===== src/rtl/assert_macros.svh =====
// Assertion macros shared by the grid occupancy map RTL.
`ifndef ASSERT_MACROS_SVH
`define ASSERT_MACROS_SVH

// Same-cycle implication, clocked on clk, off during reset.
`define GOM_ASSERT_IMPL(label, ante, cons, msg) \
	label: assert property (@(posedge clk) disable iff (!arst_n) (ante) |-> (cons)) \
	else $error(msg);

// Next-cycle implication, clocked on clk, off during reset.
`define GOM_ASSERT_NEXT(label, ante, cons, msg) \
	label: assert property (@(posedge clk) disable iff (!arst_n) (ante) |=> (cons)) \
	else $error(msg);

`endif


===== src/rtl/gom_ram.sv =====
// Generic simple dual-port RAM with registered read.
module gom_ram #(
	parameter int unsigned WIDTH = 8,
	parameter int unsigned DEPTH = 256
) (
	input  logic                     clk,
	input  logic                     we,
	input  logic [$clog2(DEPTH)-1:0] waddr,
	input  logic [WIDTH-1:0]         wdata,
	input  logic                     re,
	input  logic [$clog2(DEPTH)-1:0] raddr,
	output logic [WIDTH-1:0]         rdata
);

	logic [WIDTH-1:0] mem [DEPTH];

	always_ff @(posedge clk) begin
		if (we) begin
			mem[waddr] <= wdata;
		end
		if (re) begin
			rdata <= mem[raddr];
		end
	end

endmodule


===== config.mk =====
export PLATFORM = sky130hd
export DESIGN_NAME = gom_ram
export DESIGN_NICKNAME = d
export VERILOG_FILES = /design/src/rtl/assert_macros.svh /design/src/rtl/gom_ram.sv
export SDC_FILE = /design/constraint.sdc
export NUM_CORES = 2
export LEC_CHECK = 0
export CAP_MARGIN = 0
export CORE_MARGIN = 4
export CORE_UTILIZATION = 60
export CTS_CLUSTER_DIAMETER = 50
export CTS_CLUSTER_SIZE = 14
export DETAILED_ROUTE_END_ITERATION = 16
export DONT_BUFFER_PORTS = 1
export GPL_ROUTABILITY_DRIVEN = 0
export HOLD_SLACK_MARGIN = 0.15
export PLACE_DENSITY = 0.75
export SLEW_MARGIN = 40
export SYNTH_ARGS = -nofsm -noshare
export SYNTH_HDL_FRONTEND = slang
export SYNTH_SLANG_ARGS = --single-unit
export TNS_END_PERCENT = 50

===== constraint.sdc =====
create_clock -name clk -period 2.4 [get_ports clk]
set_input_delay 0 -clock clk [delete_from_list [all_inputs] [get_ports clk]]
set_output_delay 0 -clock clk [all_outputs]
set_load 0.01 [all_outputs]

== Word level (Yosys, flattened, before mapping) ==
Memory sizes are Yosys's and may differ from the RTL's. A register that Yosys moved wholly into a read port is not among the register bits.
Cells that the tools add are included.

* Mux-type cells: 2

{| class="wikitable"
|+ Operators with widths
! kind !! number
|-
| two-way mux 1 bit || 2
|}

* Register bits after elaboration: 0
* Memory bits (writable): 2048
* Bits of input ports: 27
* Output and inout port bits: 8
* Word-level logic and storage cells: 3
* Memories: 1

{| class="wikitable"
|+ Memories
! name !! depth !! width !! read ports !! clocked after memory_dff !! wr ports !! line !! RTL
|-
| mem || 256 || 8 || 1 || 1 || 1 || gom_ram.sv:15 || <nowiki>logic [WIDTH-1:0] mem [DEPTH];</nowiki>
|}

== Depth between registers and ports, before layout ==
* Depth in word-level cells: 2
* Depth in mapped cells: 11
* Gate-level depth less buffers: 6

== Worst setup path before layout ==
OpenSTA, ideal clock, no wires.

* Path kind: input to register
* Start: input port raddr[0]
* End: register rdata[2] (read register of mem) (data pin)
* Setup time: 0.269 ns
* Arrival: 1.807 ns
* Required time: 2.131 ns
* Slack: 0.324 ns
* Cell stages on the path: 9
* Buffers on the path: 4
* Cells stage by stage: buf_6 -> buf_12 -> buf_8 -> buf_2 -> mux4_2 -> a22oi_1 -> a21oi_1 -> nor4_1 -> nor4_2

{| class="wikitable"
|+ RTL lines
! what !! line !! RTL
|-
| start, declared || gom_ram.sv:11 || <nowiki>input logic [$clog2(DEPTH)-1:0] raddr,</nowiki>
|-
| end, declared || gom_ram.sv:12 || <nowiki>output logic [WIDTH-1:0] rdata</nowiki>
|}

==> metrics <==
Place WS -2.00 ns; Placed Area 83700 µm²; Syn. warnings 0; deepest clock path buffer count 3; Least-Margin Pin Slew 0.969 ns; Final Hold Viols between 2k and 2.5k; die area 139000 µm²; CP Capture Type flop; Hold Slack -0.682 ns; sequential share of the synthesized area a little under 80%; DRC 0; Iteration-0 DRC Markers 6609; Final Instance Count excl. Fillers 5962; Layout Area Growth over Synthesis 12.9%; layout net count roughly 4.1k; CTS tree yes; fmax 0.411 GHz; Post-DRT Antenna Nets 0; commonest cells in the netlist edfxtp_1, mux4_2, nor2_1, mux2i_1, a22oi_1; Die Width 372 µm; final WL between 150 and 200 mm; DR pass1 iterations 6; post-route cell area about 90000 µm²; Lkg Pwr 28.4 nW; critical path type reg -> reg; max-slew violations 0; initial antenna violation count 9; Area contributors post-synth edfxtp_1, mux4_2, mux2i_1; total grt overflow 0; Via-to-Cell Ratio 6.84; Post-Syn Instances 3733; CP startpoint kind flop; row count 133; critical path peak fanout 1; clock slew at reported path FFs 0.06 ns; Yosys reg bits just over 2k; Synth Cell Area 79600 µm²; Post-synth EDFFs 2056; via count 40.8k; hold_buf cts 33; most common cell in the netlist edfxtp_1; Tot Pwr 69.5 mW; post-layout min period 2.43 ns; largest net degree at the start of global routing between 400 and 500; HP Class in -> reg; status complete, but fails checks; vias in the first global route 40.5k; Port Buffer Count 0; final period utilization 101%; # IOs 35; clock root buffer clkbuf_16; CP required 2.93 ns; final core occ between 60% and 70%; Crit path arrival time 2.96 ns; share of post-route cells with drive strength above 1 27.2%; Yosys cell types between 50 and 60; wl on met1 71.0 mm; setup TNS -0.0531 ns; Synth Flop Type edfxtp_1; Syn Nets 3760; Max IR drop VDD 0.840 mV; number of buffers created by CTS 176; area share of the largest cell type after synthesis 77.5%; clock sink count 2056; per-cell routed wire length 33.2 µm; Total Routing Usage GR 28.7%; top sig layer met5; normalized max-slew margin between 30 and 40%; leading area contributor after synthesis edfxtp_1; Worst-Skew Late Latency 0.80 ns; asr flop ratio synth 0%; met3 WL post-DR approximately 22 mm; Post-Syn Area per Cell 21.3 µm²; Max-Cap Viols 0; CTS H-Tree Depth 4; met2 wire length 96.8 mm; Die Span Y 372 µm; core area 132000 µm²; dpl hpwl 104 mm; failing checks hold timing, setup timing; count of final setup violators 3; first-pass GRT wire length 284 mm; starting density of the core 60.5%; RSZ-0062 raised after global routing true; Inst Count DP 5649; PD cells 773 nW/µm²; post-layout worst setup margin -0.0320 ns; clk_skew a little under 0.03 ns
layer usage:
layer | vias to the layer above | global-route usage, %
li1 | 16396 | -
met1 | 21194 | 40.3
met2 | 2756 | 44.8
met3 | 446 | 6.66
met4 | 6 | 10.7
met5 | - | 0
worst max-delay path, cell delays in order, from the launching register on:
cell	delay, ns
edfxtp_1	0.38
mux4_2	0.50
mux4_2	0.53
nor2b_4	0.16
nor4_4	0.37
buf_4	0.20
nor4_2	0.04
state kept, by name (all words and copies together) (netlist names):
name   flops
mem     2048
rdata      8
cell families after synthesis:
kind of cell | count (synthesis) | share of synthesized area [%]
buffers and inverters | 235 | 1.83
multiplexers | 591 | 14.6
AO/OA/AOI/OAI | 385 | 3.42
flip-flops | 2056 | 77.5
AND/OR/NAND/NOR | 466 | 2.63
placed cells by master (no fill, tap or decap), types with 6 or more instances in the layout:
master	count
a21oi_1	96
diode_2	20
mux2i_1	134
buf_12	15
nor3_2	6
dlygate4sd3_1	27
clkbuf_1	19
nor4_1	12
nor3_1	15
bufinv_16	9
o22ai_1	28
and2_1	6
clkinv_2	7
edfxtp_1	2056
mux4_2	454
nor4_2	10
nand4_1	10
clkinv_1	12
nand2b_1	8
nor2_1	275
clkinvlp_4	7
o221ai_1	46
clkbuf_16	189
o21ai_0	10
o211ai_1	10
a22o_1	7
nand3_1	34
nor2b_1	22
a221oi_1	9
a22oi_1	131
buf_4	376
nand2_1	33
a211oi_1	14
buf_16	11
final cells by class:
type | instances | area (µm²)
clock buffers | 203 | 4680
fillers | 7740 | 41700
flip-flops and latches | 2056 | 61700
repair buffers | 441 | 3990
multi-input cells | 1442 | 16800
diodes | 20 | 50.0
clock inverters | 43 | 488
inverters | 2 | 7.51
well taps | 1755 | 2200
path summary, 6_finish.rpt:
check,startpoint,slack [ns],to,depth (start not counted)
max reg2reg,mem[67][4],-0.03,rdata[4],6
max,mem[67][4],-0.03,rdata[4],6
min reg2reg,mem[52][3],1.11,rdata[3],5
min,wdata[5],-0.68,mem[83][5],0
repair_timing:
| item | CTS | global route |
|---|---|---|
| pin swaps | 3 | 9 |
| resized for setup | 26 | 27 |
| buffers inserted | 0 | 0 |
| cloned | 5 | 5 |
| endpoints found under the setup margin | 8 | 32 |
| endpoints found under the hold margin | 4064 | 2048 |
power by group:
group / total (mW) / leakage, nW / switching, mW / internal [mW]
Clock: 26.8 / 2.51 / 12.1 / 14.7
Combinational: 3.09 / 7.38 / 1.74 / 1.35
Sequential: 39.7 / 18.5 / 0.0600 / 39.6
Total: 69.5 / 28.4 / 13.9 / 55.6
(Power assumes the default switching activity.)
