===== src/rtl/assert_macros.svh =====
// Assertion macros shared by the grid occupancy map RTL.
`ifndef ASSERT_MACROS_SVH
`define ASSERT_MACROS_SVH

// Same-cycle implication, clocked on clk, off during reset.
`define GOM_ASSERT_IMPL(label, ante, cons, msg) \
	label: assert property (@(posedge clk) disable iff (!arst_n) (ante) |-> (cons)) \
	else $error(msg);

// Next-cycle implication, clocked on clk, off during reset.
`define GOM_ASSERT_NEXT(label, ante, cons, msg) \
	label: assert property (@(posedge clk) disable iff (!arst_n) (ante) |=> (cons)) \
	else $error(msg);

`endif


===== src/rtl/gom_pkg.sv =====
// Shared types and constants for the grid occupancy map.
package gom_pkg;

	localparam int unsigned DEF_MAX_ROWS    = 64;
	localparam int unsigned DEF_MAX_COLUMNS = 64;
	localparam int unsigned DEF_MAX_UNITS   = 256;
	localparam int unsigned DEF_MAX_RADIUS  = 3;

	localparam int unsigned ID_W    = 8;
	localparam int unsigned COORD_W = 6;
	localparam int unsigned RAD_W   = 2;
	localparam int unsigned CNT_W   = 7;
	localparam int unsigned CRD_W   = 10;

	localparam logic [CNT_W-1:0] COUNT_RESET = 7'd64;

	localparam int unsigned CFG_IDX_W = 2;
	localparam logic [CFG_IDX_W-1:0] REG_ROW_COUNT    = 2'd0;
	localparam logic [CFG_IDX_W-1:0] REG_COLUMN_COUNT = 2'd1;

	typedef enum logic [1:0] {
		CMD_PLACE  = 2'd0,
		CMD_MOVE   = 2'd1,
		CMD_REMOVE = 2'd2,
		CMD_SCAN   = 2'd3
	} cmd_t;

	typedef enum logic [2:0] {
		ST_CLEAR,
		ST_IDLE,
		ST_LOOKUP,
		ST_MOVE2,
		ST_RESP,
		ST_SCAN,
		ST_SCAN_END
	} state_t;

	typedef struct packed {
		logic start;
		logic advance;
	} scan_ctl_t;

	typedef struct packed {
		logic req;
		logic done;
	} scan_stat_t;

endpackage


===== src/rtl/gom_scan.sv =====
// Neighborhood walker: steps the scan square and forms cell read addresses.
`include "assert_macros.svh"

module gom_scan #(
	parameter int unsigned MAX_ROWS    = gom_pkg::DEF_MAX_ROWS,
	parameter int unsigned MAX_COLUMNS = gom_pkg::DEF_MAX_COLUMNS,
	parameter int unsigned MAX_RADIUS  = gom_pkg::DEF_MAX_RADIUS
) (
	input  logic                                         clk,
	input  logic                                         arst_n,
	input  gom_pkg::scan_ctl_t                           ctl,
	input  logic [gom_pkg::RAD_W-1:0]                    radius,
	input  logic [$clog2(MAX_ROWS)-1:0]                  px,
	input  logic [$clog2(MAX_COLUMNS)-1:0]               py,
	input  logic [gom_pkg::CRD_W-1:0]                    eff_rows,
	input  logic [gom_pkg::CRD_W-1:0]                    eff_cols,
	output gom_pkg::scan_stat_t                          stat,
	output logic [$clog2(MAX_ROWS*MAX_COLUMNS)-1:0]      addr
);

	localparam int unsigned XW    = $clog2(MAX_ROWS);
	localparam int unsigned YW    = $clog2(MAX_COLUMNS);
	localparam int unsigned AW    = $clog2(MAX_ROWS * MAX_COLUMNS);
	localparam int unsigned CRD_W = gom_pkg::CRD_W;

	logic signed [2:0]                 dx_q, dy_q;
	logic [gom_pkg::RAD_W-1:0]         rad_q;
	logic                              done_q;
	logic [gom_pkg::RAD_W-1:0]         rad_in;
	logic signed [2:0]                 rad_s, rad_in_s;
	logic signed [CRD_W-1:0]           cx, cy;
	logic [CRD_W-1:0]                  cxu, cyu;
	logic                              x_ok, y_ok, self_cell;

	assign rad_in   = (radius > gom_pkg::RAD_W'(MAX_RADIUS)) ? gom_pkg::RAD_W'(MAX_RADIUS)
	                                                           : radius;
	assign rad_in_s = $signed({1'b0, rad_in});
	assign rad_s    = $signed({1'b0, rad_q});

	assign cx  = $signed({{(CRD_W - XW){1'b0}}, px}) + CRD_W'(dx_q);
	assign cy  = $signed({{(CRD_W - YW){1'b0}}, py}) + CRD_W'(dy_q);
	assign cxu = cx;
	assign cyu = cy;

	assign x_ok      = !cx[CRD_W-1] && (cxu < eff_rows);
	assign y_ok      = !cy[CRD_W-1] && (cyu < eff_cols);
	assign self_cell = (dx_q == 3'sd0) && (dy_q == 3'sd0);

	assign stat.req  = !done_q && x_ok && y_ok && !self_cell;
	assign stat.done = done_q;
	assign addr      = AW'(32'(cxu[CRD_W-3:0]) * MAX_COLUMNS + 32'(cyu[CRD_W-3:0]));

	always_ff @(posedge clk or negedge arst_n) begin
		if (!arst_n) begin
			done_q <= 1'b1;
		end else if (ctl.start) begin
			done_q <= 1'b0;
		end else if (ctl.advance && !done_q && dx_q == rad_s && dy_q == rad_s) begin
			done_q <= 1'b1;
		end
	end

	always_ff @(posedge clk) begin
		if (ctl.start) begin
			rad_q <= rad_in;
			dx_q  <= -rad_in_s;
			dy_q  <= -rad_in_s;
		end else if (ctl.advance && !done_q) begin
			if (dy_q == rad_s) begin
				dy_q <= -rad_s;
				if (dx_q != rad_s) begin
					dx_q <= dx_q + 3'sd1;
				end
			end else begin
				dy_q <= dy_q + 3'sd1;
			end
		end
	end

	`GOM_ASSERT_NEXT(a_start_corner, ctl.start, (dx_q == dy_q) && !done_q, "scan did not start at the square corner")
	`GOM_ASSERT_IMPL(a_dx_range, !done_q, (dx_q >= -rad_s) && (dx_q <= rad_s), "scan row offset out of square")
	`GOM_ASSERT_NEXT(a_finish, ctl.advance && !done_q && dx_q == rad_s && dy_q == rad_s, done_q, "scan ran past the last cell")

endmodule


===== config.mk =====
export PLATFORM = sky130hd
export DESIGN_NAME = gom_scan
export DESIGN_NICKNAME = d
export VERILOG_FILES = /design/src/rtl/gom_pkg.sv /design/src/rtl/gom_scan.sv
export VERILOG_INCLUDE_DIRS = /design/src /design/src/rtl
export SDC_FILE = /design/constraint.sdc
export NUM_CORES = 1
export LEC_CHECK = 0
export ABC_AREA = 1
export BUFFER_PORTS_ARGS = -buffer_cell sky130_fd_sc_hd__buf_4
export CORE_UTILIZATION = 54
export CTS_BUF_LIST = sky130_fd_sc_hd__clkbuf_8
export DETAILED_ROUTE_END_ITERATION = 12
export GPL_TIMING_DRIVEN = 0
export PLACE_DENSITY_LB_ADDON = 0.25
export SLEW_MARGIN = 20
export SYNTH_ARGS = -nofsm -noshare
export SYNTH_HDL_FRONTEND = slang
export SYNTH_SLANG_ARGS = --single-unit

===== constraint.sdc =====
create_clock -name clk -period 3.55 [get_ports clk]
set_input_delay 0.1775 -clock clk [delete_from_list [all_inputs] [get_ports clk]]
set_output_delay 0.1775 -clock clk [all_outputs]
set_load 0.05 [all_outputs]

# Word-level counts from Yosys, hierarchy flattened
# Index checks and enable logic that the tools add are counted.
# op_classes
n_addsub	7
magnitude_cmp	3
n_eq_ne	3
mux	10
reduce_logical	20
# op_table
op	n
3-bit two-way mux	7
10-bit < comparator	2
7-bit by 3-bit adder with 8-bit output	2
12-bit by 8-bit adder with 12-bit output	1
1-bit logical AND	9
2-bit nonzero test	4
3-bit by 2-bit adder with 3-bit output (second input constant)	2
3-bit equality test	2
3-bit logical NOT	2
2-bit negator with 3-bit output	2
1-bit logical NOT	4
3-bit inequality test	1
3-bit AND reduction	1
2-bit greater-than comparator (second input constant)	1
1-bit two-way mux	2
2-bit two-way mux	1
# totals
register_bits	9
out_inout_bits	14

# Depth between registers and ports, before layout
# depth
ltp_word	6
depth_mapped	16

# Least setup slack after synthesis
# Ideal clock, no wire load.
# synth_path
kind	reg-to-output
from	register dy_q[2]
to	output stat[1] in the netlist's numbering
t_arrival_ns	3.933
path_slack_ns	-0.561
stages_incl_launch_ff	14
cell_sequence	edfxtp_1 ha_1 a21oi_1 nand2_1 a31oi_1 xor2_1 ha_1 nand2_1 inv_1 a21oi_1 nand2_1 nand2_1 nand3_1 nor3_1
# synth_lines
item	line	rtl
start: declaration	gom_scan.sv:26	logic signed [2:0] dx_q, dy_q;
start signal: assignment	gom_scan.sv:67	dy_q <= -rad_in_s;
start signal: assignment	gom_scan.sv:70	dy_q <= -rad_s;
start signal: assignment	gom_scan.sv:75	dy_q <= dy_q + 3'sd1;
end: declaration	gom_scan.sv:17	output gom_pkg::scan_stat_t stat,

# Final worst setup path
# layout_path
from	register dy_q[0]
to	output addr[10]
# layout_via
elab_chain_cells	2
# layout_rtl
item	line	rtl
7-bit by 3-bit adder with 8-bit output	gom_scan.sv:41	assign cy = $signed({{(CRD_W - YW){1'b0}}, py}) + CRD_W'(dy_q);
12-bit by 8-bit adder with 12-bit output	gom_scan.sv:51	assign addr = AW'(32'(cxu[CRD_W-3:0]) * MAX_COLUMNS + 32'(cyu[CRD_W-3:0]));
end: declaration	gom_scan.sv:18	output logic [$clog2(MAX_ROWS*MAX_COLUMNS)-1:0] addr
# No other way between the ends.

==> impl_metrics.tcl <==
set metrics [dict create \
    status "complete, no violations" \
    ios 52 \
    syn_area_per_cell_sq_um 6.71 \
    synth_mux_area_share_pct 0 \
    path_max_fanout 2 \
    die_h_um 59.2 \
    synth_cells 263 \
    synth_xor_area_share_pct 6.38 \
    wl_mm 3.53 \
    clockBufferDepth 2 \
    min_path_type "in -> reg" \
    fmax_ghz 0.302 \
    ir_drop_mv 0.403 \
    mostFrequentLayoutCell "nand2_1" \
    slew_headroom_pct 68.1 \
    design_area_sq_um 2280 \
    synth.distinct_cells 25 \
    synth_top_area_share_pct 27.6 \
    hold_viol_final 0 \
    coreArea_sq_um 3080 \
    leakage_uw 0.00136 \
    cts_tree "built" \
    fp.dieArea_sq_um 3500 \
    drtIter0Drc 45 \
    path_cells "ha_1 > fa_1 > nand3_1 > nand2_1 > nand2_1 > a21oi_1 > nor2_1 > nand2_1 > nand2_1 > ha_1 > inv_1 > fa_1 > nor2_1 > nand2_1 > xor2_1 > buf_4" \
    dp.cells 358 \
    grt_max_degree 11 \
    initial_core_util_pct 57.4 \
    grt_pass1_wl_mm 6.14 \
    reg2reg_slack_ns 1.83 \
    power_density_nw_per_um2 463 \
    final_cell_mix "78 x nand2_1, 60 x inv_1, 53 x buf_4" \
    worst-slew-pin-transition_ns 0.474 \
    drive_gt1_share_pct 20.0 \
    internal_power_uw 487 \
    slew_violations 0 \
    final_cells 364 \
    synth_top_family_by_area "adder cells" \
    htreeDepth 1 \
    overflow 0 \
    cts.sinks 9 \
    post-route-period-util_pct 93.2 \
    drtPass1Iterations 4 \
    seq_power_share_pct 14.3 \
    syn_nets 343 \
    place_ws_ns 0.409 \
    diodes 0 \
    switching_share_pct 53.8 \
    path_common_cell "nand2_1" \
    io_buffers 51 \
    cp-start-kind "register" \
    grt_pass1_vias 1628 \
    viasPerCell 4.68 \
    numCtsBuffers 3 \
    antenna_found_initial 0 \
    dpl.hpwl_mm 3.10 \
    clock_power_share_pct 10.8 \
    cts_root_buffer "clkbuf_8" \
    fin_crit_ns 3.31 \
    insertion_delay_ns 0.23 \
    ys_seq_area_share_pct 15.1 \
    syn_area_sq_um 1770 \
    synthSimpleGateAreaFrac_pct 26.2 \
    rsz0062_at_grt "false" \
    critPathArrivalTime_ns 3.13 \
    yosys_warnings 0 \
    via_count 1703 \
    cp.required_ns 3.37 \
    drc 0 \
    setup.worst_path.end_class "primary output" \
    syn2layout_area_growth_pct 29.1 \
    slowest_stage "fa_1" \
    synth-compound-area-share_pct 8.29 \
    path_delay_family "adder cells" \
    synthAdderAreaFrac_pct 31.0 \
    final_nets 401 \
    fin_setup_tns_ns 0 \
    cap_violations 0 \
    setup_ws_ns 0.240 \
    track_usage_pct 22.2 \
    switchingPower_uw 568 \
    fillers 283 \
    placed_cell_area_sq_um 2220 \
    cts_resized 0 \
    cp_slowest_stage_delay_ns 0.45 \
    worstSetupPathType "reg -> out" \
    p_comb_share_pct 74.9 \
    rows 20 \
    yosysTopAreaCell "ha_1" \
    die_w_um 59.2 \
    netlist_top_cells_area "ha_1 28%, nand2_1 17%, edfxtp_1 14%" \
    gp_congestion 0.833 \
    detail-route-antenna-nets 0 \
    wl_per_cell_um 9.70 \
    clkTransAtPathRegs_ns 0.04 \
    synth_seq_cells 9 \
    finalSetupViolations 0 \
    fin_skew_ns 0.00207 \
    finalHoldWorstSlack_ns 0.133 \
    path_buf_inv 2 \
]
-- cells in the mapped netlist --
| library cell | number |
|---|---|
| inv_1 | 59 |
| a21oi_1 | 15 |
| buf_4 | 1 |
| nand4_1 | 2 |
| nand3_2 | 1 |
| nand2_2 | 2 |
| fa_1 | 3 |
| edfxtp_1 | 8 |
| or2_2 | 1 |
| ha_1 | 39 |
| and3_1 | 1 |
| xor2_2 | 1 |
| nor3_1 | 1 |
| xnor2_1 | 2 |
| nand2_1 | 78 |
| o22ai_1 | 2 |
| o21ai_0 | 6 |
| xor2_1 | 9 |
| dfstp_2 | 1 |
| o211ai_1 | 2 |
| nand3_1 | 7 |
| o31ai_1 | 1 |
| nand3b_1 | 2 |
| nor2_1 | 18 |
| a31oi_1 | 1 |
-- flip-flops by register name, indices dropped and copies added, names as in the netlist --
name	count
dy_q	3
done_q	1
dx_q	3
rad_q	2
-- power groups by stage --
stage	clock, uW	sequential (uW)	combinational (uW)
final	114	150	791
after CTS	117	152	791
after global routing	123	153	875
after floorplan	0	148	591
after detailed placement	0	154	789
after global placement	0	153	770
-- layer usage --
| layer | up-vias | track usage [%] | part of all wire (%) | wire length (um) |
|---|---|---|---|---|
| met2 | 29 | 42.4 | 51 | 1800 |
| met3 | 4 | 0.655 | 2.2 | 79 |
| met1 | 730 | 27.2 | 46 | 1620 |
| met5 | - | 0 | 0 | 0 |
| li1 | 940 | - | - | - |
| met4 | 0 | 5.10 | 0.74 | 26 |
-- cells by family after synthesis --
kind of cell	count (synthesis)
flip-flops	9
adder cells (fa/ha/maj)	42
buffers and inverters	60
AO/OA/AOI/OAI	27
XOR/XNOR	12
AND/OR/NAND/NOR	113
-- worst paths after layout --
path | start | endpoint | cells past startpoint
worst max-delay path | dy_q[0] | addr[10] | 16
worst min-delay path | radius[1] | rad_q[1] | 1
worst max register to register | dy_q[1] | dx_q[2] | 3
worst min register to register | done_q | done_q | 2
max in group asynchronous | arst_n | done_q | 2
min in group asynchronous | arst_n | done_q | 2
-- stage by stage --
stage	total power [uW]	utilization (%)
2_1_floorplan	738	-
3_3_place_gp	923	72.0
3_5_place_dp	942	72.0
4_1_cts	1060	73.8
5_1_grt	1150	74.0
6_report	1060	74.0
-- area by class of cell --
type                    instances  area [sq um]  share of cell area [%]
plain buffers                   1          7.51                   0.329
inverters                      59           221                    9.72
clock buffers                   3          41.3                    1.81
flip-flops and latches          9           267                    11.7
clock inverters                 1          3.75                   0.165
well taps                      44          55.1                    2.42
multi-input cells             194          1280                    56.3
repair buffers                 53           400                    17.6
-- timing repair --
item	CTS	global route
setup endpoints to repair	0	1
hold buffers	1	0
setup buffers	0	1
endpoints found under the hold margin	1	0
No activity file was read; power rests on OpenSTA's default activity.
